==> src/qsgt_pkg.sv <==
// Shared constants, codes and types of the quiescent state grace tracker.
// No dependencies.
`default_nettype none

package qsgt_pkg;

  localparam int MaxContexts = 64;
  localparam int IdxW        = (MaxContexts > 1) ? $clog2(MaxContexts) : 1;
  localparam int CntW        = $clog2(MaxContexts + 1);
  localparam int FuncW       = 2;
  localparam int CtxFieldW   = 6;
  localparam int ErrW        = 2;
  localparam int CntFieldW   = 7;

  typedef enum logic [FuncW-1:0] {
    FnCreate  = 2'd0,
    FnDestroy = 2'd1,
    FnUpdate  = 2'd2,
    FnFlush   = 2'd3
  } func_e;

  typedef enum logic [ErrW-1:0] {
    ErrOk    = 2'd0,
    ErrFull  = 2'd1,
    ErrRange = 2'd2,
    ErrIdle  = 2'd3
  } err_e;

  typedef struct packed {
    logic capture;
    logic look;
    logic exec;
  } qsgt_cmd_t;

endpackage

`default_nettype wire

==> src/qsgt_in_if.sv <==
// Request channel: valid/ready handshake carrying one operation.
// Depends on qsgt_pkg.
`default_nettype none

interface qsgt_in_if;
  import qsgt_pkg::*;

  logic                 valid;
  logic                 ready;
  logic [FuncW-1:0]     func;
  logic [CtxFieldW-1:0] ctx_index;

  modport source (output valid, output func, output ctx_index, input ready);
  modport sink   (input valid, input func, input ctx_index, output ready);
endinterface

`default_nettype wire

==> src/qsgt_out_if.sv <==
// Result channel: valid/ready handshake carrying one operation result.
// Depends on qsgt_pkg.
`default_nettype none

interface qsgt_out_if;
  import qsgt_pkg::*;

  logic                 valid;
  logic                 ready;
  logic [CtxFieldW-1:0] assigned_context;
  logic                 grace_period_passed;
  logic                 released_all;
  logic [ErrW-1:0]      error_code;
  logic [CntFieldW-1:0] live_count;
  logic [CntFieldW-1:0] remaining_count;

  modport source (
    output valid, output assigned_context, output grace_period_passed,
    output released_all, output error_code, output live_count,
    output remaining_count, input ready
  );
  modport sink (
    input valid, input assigned_context, input grace_period_passed,
    input released_all, input error_code, input live_count,
    input remaining_count, output ready
  );
endinterface

`default_nettype wire

==> src/qsgt_ctrl.sv <==
// Sequencer of the grace tracker: capture, free-list read, execute, hand off.
// Depends on qsgt_pkg.
`default_nettype none

module qsgt_ctrl (
  input  logic                clk_i,
  input  logic                rst_ni,
  input  logic                in_valid_i,
  output logic                in_ready_o,
  output logic                out_valid_o,
  input  logic                out_ready_i,
  output qsgt_pkg::qsgt_cmd_t cmd_o
);
  import qsgt_pkg::*;

  typedef enum logic [1:0] {
    SIdle,
    SLook,
    SExec
  } state_e;

  state_e state_q;
  logic   out_valid_q;
  logic   exec_ok;

  assign exec_ok     = (state_q == SExec) && (!out_valid_q || out_ready_i);
  assign in_ready_o  = (state_q == SIdle);
  assign out_valid_o = out_valid_q;

  assign cmd_o.capture = in_valid_i && (state_q == SIdle);
  assign cmd_o.look    = (state_q == SLook);
  assign cmd_o.exec    = exec_ok;

  always_ff @(posedge clk_i or negedge rst_ni) begin
    if (!rst_ni) begin
      state_q     <= SIdle;
      out_valid_q <= 1'b0;
    end else begin
      if (exec_ok) begin
        out_valid_q <= 1'b1;
      end else if (out_valid_q && out_ready_i) begin
        out_valid_q <= 1'b0;
      end
      case (state_q)
        SIdle: begin
          if (in_valid_i) begin
            state_q <= SLook;
          end
        end
        SLook: begin
          state_q <= SExec;
        end
        SExec: begin
          if (exec_ok) begin
            state_q <= SIdle;
          end
        end
        default: begin
          state_q <= SIdle;
        end
      endcase
    end
  end

endmodule

`default_nettype wire

==> src/qsgt_datapath.sv <==
// Context table, free list, counters and result register of the grace tracker.
// Depends on qsgt_pkg; driven by qsgt_ctrl commands.
`default_nettype none

module qsgt_datapath (
  input  logic                          clk_i,
  input  logic                          rst_ni,
  input  qsgt_pkg::qsgt_cmd_t           cmd_i,
  input  logic [qsgt_pkg::FuncW-1:0]    func_i,
  input  logic [qsgt_pkg::CtxFieldW-1:0] ctx_index_i,
  output logic [qsgt_pkg::CtxFieldW-1:0] assigned_context_o,
  output logic                          grace_period_passed_o,
  output logic                          released_all_o,
  output logic [qsgt_pkg::ErrW-1:0]     error_code_o,
  output logic [qsgt_pkg::CntFieldW-1:0] live_count_o,
  output logic [qsgt_pkg::CntFieldW-1:0] remaining_count_o
);
  import qsgt_pkg::*;

  localparam int CmpW = (CntW > CtxFieldW) ? CntW : CtxFieldW;

  func_e                op_q;
  logic [CtxFieldW-1:0] idx_q;
  logic [IdxW-1:0]      slot_next_free_q [MaxContexts];
  logic [IdxW-1:0]      next_q;

  logic [MaxContexts-1:0] in_use_q, in_use_d;
  logic [MaxContexts-1:0] quiet_q, quiet_d;
  logic [IdxW-1:0]        head_q, head_d;
  logic [CntW-1:0]        hw_q, hw_d;
  logic [CntW-1:0]        live_q, live_d;
  logic [CntW-1:0]        rem_q, rem_d;

  logic [CtxFieldW-1:0] assigned_q;
  logic                 grace_q;
  logic                 released_q;
  err_e                 err_q;

  logic [IdxW-1:0] slot;
  logic [IdxW-1:0] sel;
  logic            grace;
  logic            released;
  err_e            err;
  logic            push;

  assign sel = IdxW'(idx_q);

  always_comb begin
    in_use_d = in_use_q;
    quiet_d  = quiet_q;
    head_d   = head_q;
    hw_d     = hw_q;
    live_d   = live_q;
    rem_d    = rem_q;
    slot     = '0;
    grace    = 1'b0;
    released = 1'b0;
    err      = ErrOk;
    push     = 1'b0;
    case (op_q)
      FnCreate: begin
        if (live_q < hw_q) begin
          slot   = head_q;
          head_d = next_q;
        end else if (hw_q < CntW'(MaxContexts)) begin
          slot = IdxW'(hw_q);
          hw_d = hw_q + 1'b1;
        end else begin
          err = ErrFull;
        end
        if (err == ErrOk) begin
          in_use_d[slot] = 1'b1;
          quiet_d[slot]  = 1'b0;
          live_d         = live_q + 1'b1;
          rem_d          = rem_q + 1'b1;
        end
      end
      FnDestroy, FnUpdate: begin
        if (CmpW'(idx_q) >= CmpW'(hw_q)) begin
          err = ErrRange;
        end else if (!in_use_q[sel]) begin
          err = ErrIdle;
        end else if (op_q == FnDestroy) begin
          if (!quiet_q[sel] && (rem_q != '0)) begin
            rem_d = rem_q - 1'b1;
          end
          in_use_d[sel] = 1'b0;
          push          = 1'b1;
          head_d        = sel;
          live_d        = live_q - 1'b1;
          if (rem_d == '0) begin
            rem_d   = live_d;
            quiet_d = '0;
            grace   = 1'b1;
          end
        end else if (!quiet_q[sel]) begin
          quiet_d[sel] = 1'b1;
          if (rem_q != '0) begin
            rem_d = rem_q - 1'b1;
          end
          if (rem_d == '0) begin
            rem_d   = live_q;
            quiet_d = '0;
            grace   = 1'b1;
          end
        end
      end
      FnFlush: begin
        released = 1'b1;
        rem_d    = live_q;
      end
      default: begin
        err = ErrOk;
      end
    endcase
  end

  always_ff @(posedge clk_i or negedge rst_ni) begin
    if (!rst_ni) begin
      in_use_q <= '0;
      quiet_q  <= '0;
      head_q   <= '0;
      hw_q     <= '0;
      live_q   <= '0;
      rem_q    <= '0;
    end else if (cmd_i.exec) begin
      in_use_q <= in_use_d;
      quiet_q  <= quiet_d;
      head_q   <= head_d;
      hw_q     <= hw_d;
      live_q   <= live_d;
      rem_q    <= rem_d;
    end
  end

  always_ff @(posedge clk_i) begin
    if (cmd_i.capture) begin
      op_q  <= func_e'(func_i);
      idx_q <= ctx_index_i;
    end
    if (cmd_i.look) begin
      next_q <= slot_next_free_q[head_q];
    end
    if (cmd_i.exec && push) begin
      slot_next_free_q[sel] <= head_q;
    end
    if (cmd_i.exec) begin
      assigned_q <= CtxFieldW'(slot);
      grace_q    <= grace;
      released_q <= released;
      err_q      <= err;
    end
  end

  assign assigned_context_o    = assigned_q;
  assign grace_period_passed_o = grace_q;
  assign released_all_o        = released_q;
  assign error_code_o          = err_q;
  assign live_count_o          = CntFieldW'(live_q);
  assign remaining_count_o     = CntFieldW'(rem_q);

endmodule

`default_nettype wire

==> src/quiescent_state_grace_tracker_core.sv <==
// Top level of the quiescent state grace tracker: sequencer plus datapath.
// Depends on qsgt_pkg, qsgt_in_if, qsgt_out_if, qsgt_ctrl, qsgt_datapath.
//
//   Channel | Dir | Payload
//   in_i    | in  | func, ctx_index
//   out_o   | out | assigned_context, grace_period_passed, released_all,
//           |     | error_code, live_count, remaining_count
//
// An operation goes from transfer in to result in three steps: capture,
// free-list memory read (registered), execute. The next request is taken once
// the operation has executed, so only one operation is in flight at a time.
// A result waiting on out_o holds only the execute step, not the capture.
// Reset empties the table, free list and counters at once; no clearing pass.
`default_nettype none

module quiescent_state_grace_tracker_core (
  input  logic  clk_i,
  input  logic  rst_ni,
  qsgt_in_if.sink    in_i,
  qsgt_out_if.source out_o
);
  import qsgt_pkg::*;

  qsgt_cmd_t cmd;

  qsgt_ctrl u_ctrl (
    .clk_i       (clk_i),
    .rst_ni      (rst_ni),
    .in_valid_i  (in_i.valid),
    .in_ready_o  (in_i.ready),
    .out_valid_o (out_o.valid),
    .out_ready_i (out_o.ready),
    .cmd_o       (cmd)
  );

  qsgt_datapath u_datapath (
    .clk_i                 (clk_i),
    .rst_ni                (rst_ni),
    .cmd_i                 (cmd),
    .func_i                (in_i.func),
    .ctx_index_i           (in_i.ctx_index),
    .assigned_context_o    (out_o.assigned_context),
    .grace_period_passed_o (out_o.grace_period_passed),
    .released_all_o        (out_o.released_all),
    .error_code_o          (out_o.error_code),
    .live_count_o          (out_o.live_count),
    .remaining_count_o     (out_o.remaining_count)
  );

endmodule

`default_nettype wire

==> src/flat_wrapper.sv <==
// flat-port wrapper written by rule: the top's interface ports become plain ports
module quiescent_state_grace_tracker_core_flat import qsgt_pkg::*;
  (clk_i, rst_ni, in_i_valid, in_i_func, in_i_ctx_index, in_i_ready, out_o_valid, out_o_assigned_context, out_o_grace_period_passed, out_o_released_all, out_o_error_code, out_o_live_count, out_o_remaining_count, out_o_ready);
  qsgt_in_if in_i_i ();
  qsgt_out_if out_o_i ();
  input  logic clk_i;
  input  logic rst_ni;
  input wire logic [$bits(in_i_i.valid)-1:0] in_i_valid;
  input wire logic [$bits(in_i_i.func)-1:0] in_i_func;
  input wire logic [$bits(in_i_i.ctx_index)-1:0] in_i_ctx_index;
  output wire logic [$bits(in_i_i.ready)-1:0] in_i_ready;
  output wire logic [$bits(out_o_i.valid)-1:0] out_o_valid;
  output wire logic [$bits(out_o_i.assigned_context)-1:0] out_o_assigned_context;
  output wire logic [$bits(out_o_i.grace_period_passed)-1:0] out_o_grace_period_passed;
  output wire logic [$bits(out_o_i.released_all)-1:0] out_o_released_all;
  output wire logic [$bits(out_o_i.error_code)-1:0] out_o_error_code;
  output wire logic [$bits(out_o_i.live_count)-1:0] out_o_live_count;
  output wire logic [$bits(out_o_i.remaining_count)-1:0] out_o_remaining_count;
  input wire logic [$bits(out_o_i.ready)-1:0] out_o_ready;
  assign in_i_i.valid = in_i_valid;
  assign in_i_i.func = in_i_func;
  assign in_i_i.ctx_index = in_i_ctx_index;
  assign in_i_ready = in_i_i.ready;
  assign out_o_valid = out_o_i.valid;
  assign out_o_assigned_context = out_o_i.assigned_context;
  assign out_o_grace_period_passed = out_o_i.grace_period_passed;
  assign out_o_released_all = out_o_i.released_all;
  assign out_o_error_code = out_o_i.error_code;
  assign out_o_live_count = out_o_i.live_count;
  assign out_o_remaining_count = out_o_i.remaining_count;
  assign out_o_i.ready = out_o_ready;
  quiescent_state_grace_tracker_core u_core (.clk_i(clk_i), .rst_ni(rst_ni), .in_i(in_i_i), .out_o(out_o_i));
endmodule
==> config.mk <==
export PLATFORM = sky130hd
export DESIGN_NAME = quiescent_state_grace_tracker_core_flat
export DESIGN_NICKNAME = d
export VERILOG_FILES = /design/src/qsgt_pkg.sv /design/src/qsgt_in_if.sv /design/src/qsgt_out_if.sv /design/src/qsgt_ctrl.sv /design/src/qsgt_datapath.sv /design/src/quiescent_state_grace_tracker_core.sv /design/src/flat_wrapper.sv
export SDC_FILE = /design/constraint.sdc
export NUM_CORES = 1
export LEC_CHECK = 0
export BUFFER_PORTS_ARGS = -buffer_cell sky130_fd_sc_hd__buf_4
export CORE_UTILIZATION = 50
export DETAILED_ROUTE_END_ITERATION = 8
export GPL_TIMING_DRIVEN = 0
export PLACE_DENSITY = 0.64
export SETUP_SLACK_MARGIN = 0.02
export SLEW_MARGIN = 10
export SYNTH_ARGS = -nofsm -noshare
export SYNTH_HDL_FRONTEND = slang
export SYNTH_SLANG_ARGS = --single-unit
export TNS_END_PERCENT = 100
==> constraint.sdc <==
create_clock -name clk_i -period 5.7 [get_ports clk_i]
set_input_delay 0.285 -clock clk_i [delete_from_list [all_inputs] [get_ports clk_i]]
set_output_delay 0.285 -clock clk_i [all_outputs]
set_load 0.02 [all_outputs]
==> summary.md <==
| Metric | Value |
|---|---|
| Status | `complete, no violations` |
| Initial DRC count | `2141` |
| Antenna violations before repair | `0` |
| Post-synth top area share | `48.2%` |
| Initial Util | `50.6%` |
| CP endpoint kind | `register` |
| WL final | `72200 um` |
| Sw power | `4.37 mW` |
| WL/cell | `27.2 um` |
| Post-layout util | `57.1%` |
| N_diodes | `0` |
| Vias post-DR | `17227` |
| Nature of the critical path startpoint | `register` |
| Sw Ratio | `33.5%` |
| Synth Warn # | `0` |
| CTS Root Cell | `clkbuf_16` |
| H-tree level count | `2` |
| Ys async rst share | `27.9%` |
| Hold WC Path Type | `input port to asynchronous set/reset pin` |
| Drt via density | `6.50` |
| Dominant cells by area after synthesis | `edfxtp_1, dfrtp_1, mux4_2, o21ai_0, nand2_1` |
| Max stage delay on crit path | `0.81 ns` |
| Power share of the clock group | `28.2%` |
| Post-route ant nets | `0` |
| PwrDens | `455 nW/um2` |
| LEAKAGE | `9.82 nW` |
| Worst Path Required | `5.92 ns` |
| Final clock skew | `0.0194 ns` |
| Cell Int Power | `8.67 mW` |
| Routability congestion estimate | `0.938` |
| Most common library cells after synthesis | `edfxtp_1, o21ai_0, dfrtp_1` |
| Buf/Inv on CP | `5` |
| Setup Viol. Count Final | `0` |
| Die height | `227 um` |
| Primary FF master, synth | `edfxtp_1` |
| Fillers | `3975` |
| Gr usage total | `28.5%` |
| #FFs+latches synth | `566` |
| Hold Vio Cnt, Final | `0` |
| Die ar. | `51700 um2` |
| Cell Count, Final, Fillers Out | `2652` |
| Worst vdd ir | `0.264 mV` |
| Sequential cell area | `16200 um2` |
| Worst path arrival time | `5.71 ns` |
| Area leader, netlist | `edfxtp_1` |
| Post-route worst setup slack | `0.211 ns` |
| Seq pwr share | `40.8%` |
| Synth unique cells | `72` |
| DP Worst Slack | `0.298 ns` |
| Critical path class | `register to register` |
| Inst Count DP | `2534` |
| Drt drc | `0` |
| Maximum root-to-sink buffer count | `3` |
| Hpwl dp | `49600 um` |
| Max Slew Vio Count | `0` |
| Fin crit period | `5.49 ns` |
| First-pass GRT wire length | `108000 um` |
| # Post-CTS Setup Buffers | `0` |
| Critical-path maximum fanout | `10` |
| Syn_area_per_cell | `14.0 um2` |
| Final TNS setup | `0 ns` |
| Clk slew on worst S/H paths | `0.06 ns` |
| Grt ovf | `0` |
| Worst hold margin | `0.182 ns` |
| Vias in the first global route | `16934` |
| Number of max-cap violations | `0` |
| Family with the most delay on the worst path | `simple AND/OR/NAND/NOR gates` |
| Least-Margin Pin Slew | `1.46 ns` |
| Core Region | `50200 um2` |
| Synthesized Nets | `1852` |
| CTS sink count | `566` |
| Layout cells sized above 1 | `15.8%` |
| Sequential fraction of the synthesis area | `63.8%` |
| Post-synthesis cell area | `25400 um2` |
| RSZ-0062 raised after global routing | `true` |
| Initial DRT Pass Iterations | `8` |
| FMAX | `182 MHz` |
| Num CTS Buffers | `57` |
| Footprint of the multi-input gates | `8560 um2` |
| DIE WIDTH | `227 um` |
| Crit share post-route | `96.3%` |
| CTS tree | `built` |
| Worst path cell trace | `buf_2, buf_2, buf_2, inv_1, ha_1, nand2b_1, a21o_1, a21o_1, a21o_1, a211o_1, and2_1, nor2_1, nand4_1, clkbuf_1, nor2_1` |
| Most numerous cell in the Yosys netlist | `edfxtp_1` |
| Rel. slew slack | `2.36%` |
| Worst path slowest cell | `nor2_1` |
| Syn Inst Count | `1818` |
| P&R area growth vs syn | `12.8%` |
| Largest net degree at the start of global routing | `112` |
| Post-synth EDFFs | `408` |
| Nets | `1966` |
| # rows | `82` |
| Clk Latency, worst-skew pair | `0.62 ns` |
| I/O pin total | `38` |
| Port Buf Inserts | `37` |
| Combinational power share | `30.9%` |
[kinds of logic after synthesis]
group | synth area share, %
compound gates | 11.2
xor+xnor | 0.758
fa+ha+maj | 1.08
buf+inv | 2.61
flops | 63.8
mux | 13.7
simple gates | 6.91
[registers in the layout, indices dropped and copies added (netlist names), 6 cells and up]
| register | cells |
|---|---|
| u_core.u_datapath.next_q | 6 |
| u_core.u_datapath.hw_q | 7 |
| u_core.u_datapath.in_use_q | 64 |
| u_core.u_datapath.head_q | 6 |
| u_core.u_datapath.remaining_count_o | 7 |
| u_core.u_datapath.slot_next_free_q | 384 |
| u_core.u_datapath.live_count_o | 7 |
| u_core.u_datapath.quiet_q | 64 |
| u_core.u_datapath.idx_q | 6 |
| u_core.u_datapath.assigned_context_o | 6 |
[metal layers]
| layer | global-route usage [%] | routed length, um | up-vias |
|---|---|---|---|
| met1 | 39.4 | 28900 | 8758 |
| li1 | - | - | 7324 |
| met4 | 10.5 | 2710 | 0 |
| met3 | 5.32 | 6410 | 182 |
| met5 | 0 | 0 | - |
| met2 | 45.1 | 34200 | 963 |
[area by class of cell]
| class | instances | share of cell area [%] |
|---|---|---|
| multi-input combinational | 1085 | 29.9 |
| inverter | 25 | 0.327 |
| clock inverter | 31 | 0.913 |
| timing repair buffer | 55 | 1.92 |
| tap | 672 | 2.93 |
| clock buffer | 76 | 5.48 |
| buffer | 142 | 1.99 |
| sequential | 566 | 56.6 |
[worst paths after layout]
path | slack (ns) | endpoint | from | cells after the start
worst max-delay path | 0.21 | u_core.u_datapath.slot_next_free_q[11][2] | u_core.u_datapath.idx_q[0] | 15
worst min-delay path | 0.18 | u_core.u_ctrl.out_valid_o | rst_ni | 2
worst max register to register | 0.21 | u_core.u_datapath.slot_next_free_q[11][2] | u_core.u_datapath.idx_q[0] | 15
worst min register to register | 0.51 | u_core.u_datapath.in_use_q[51] | u_core.u_datapath.in_use_q[51] | 2
max in group asynchronous | 4.53 | u_core.u_datapath.quiet_q[43] | rst_ni | 3
min in group clk_i | 0.39 | u_core.u_datapath.idx_q[4] | in_i_ctx_index[4] | 2
[what timing repair did]
| action | CTS | global route |
|---|---|---|
| hold buffers | 11 | 0 |
| hold endpoints to repair | 58 | 0 |
| setup endpoints to repair | 0 | 6 |
| resized for setup | 0 | 1 |
[power by group through the flow]
stage | clock network [mW] | logic [mW] | registers, mW
6_report | 3.68 | 4.03 | 5.32
5_1_grt | 3.88 | 4.29 | 5.35
3_3_place_gp | 0 | 3.60 | 5.64
4_1_cts | 3.72 | 4.01 | 5.32
3_5_place_dp | 0 | 3.97 | 5.40
2_1_floorplan | 0 | 2.36 | 5.47
[through the flow]
step                area [um2]  total power [mW]
global placement         26500              9.24
finish                   28700              13.0
global route             28700              13.5
detailed placement       26700              9.36
CTS                      28600              13.0
floorplan                25400              7.83
[cell usage in the layout (no fill, tap or decap), types with 9 or more instances in the layout]
| master | Yosys | final |
|---|---|---|
| edfxtp_1 | 408 | 408 |
| o21ai_0 | 217 | 217 |
| dfrtp_1 | 158 | 152 |
| mux4_2 | 136 | 136 |
| nand2_1 | 134 | 134 |
| clkbuf_1 | 107 | 121 |
| nor2_1 | 108 | 107 |
| a21oi_1 | 98 | 98 |
| a31oi_1 | 75 | 75 |
| clkbuf_16 | 0 | 59 |
| buf_4 | 6 | 42 |
| mux2i_1 | 30 | 30 |
| nand3_1 | 25 | 25 |
| nor3_1 | 24 | 24 |
| ha_1 | 22 | 22 |
| inv_1 | 21 | 21 |
| buf_1 | 17 | 17 |
| nand2b_1 | 17 | 17 |
| a22oi_1 | 16 | 16 |
| clkinv_2 | 0 | 14 |
| nand4_1 | 13 | 13 |
| xnor2_1 | 13 | 13 |
| buf_2 | 12 | 12 |
| clkinv_1 | 3 | 11 |
| a211oi_1 | 11 | 11 |
| dlygate4sd3_1 | 0 | 11 |
| mux2_2 | 10 | 10 |
| nor2b_1 | 10 | 10 |
| a221oi_1 | 9 | 9 |
| and3_1 | 9 | 9 |
| xor2_1 | 9 | 9 |
Note: power is estimated with default switching activity, not from simulation.
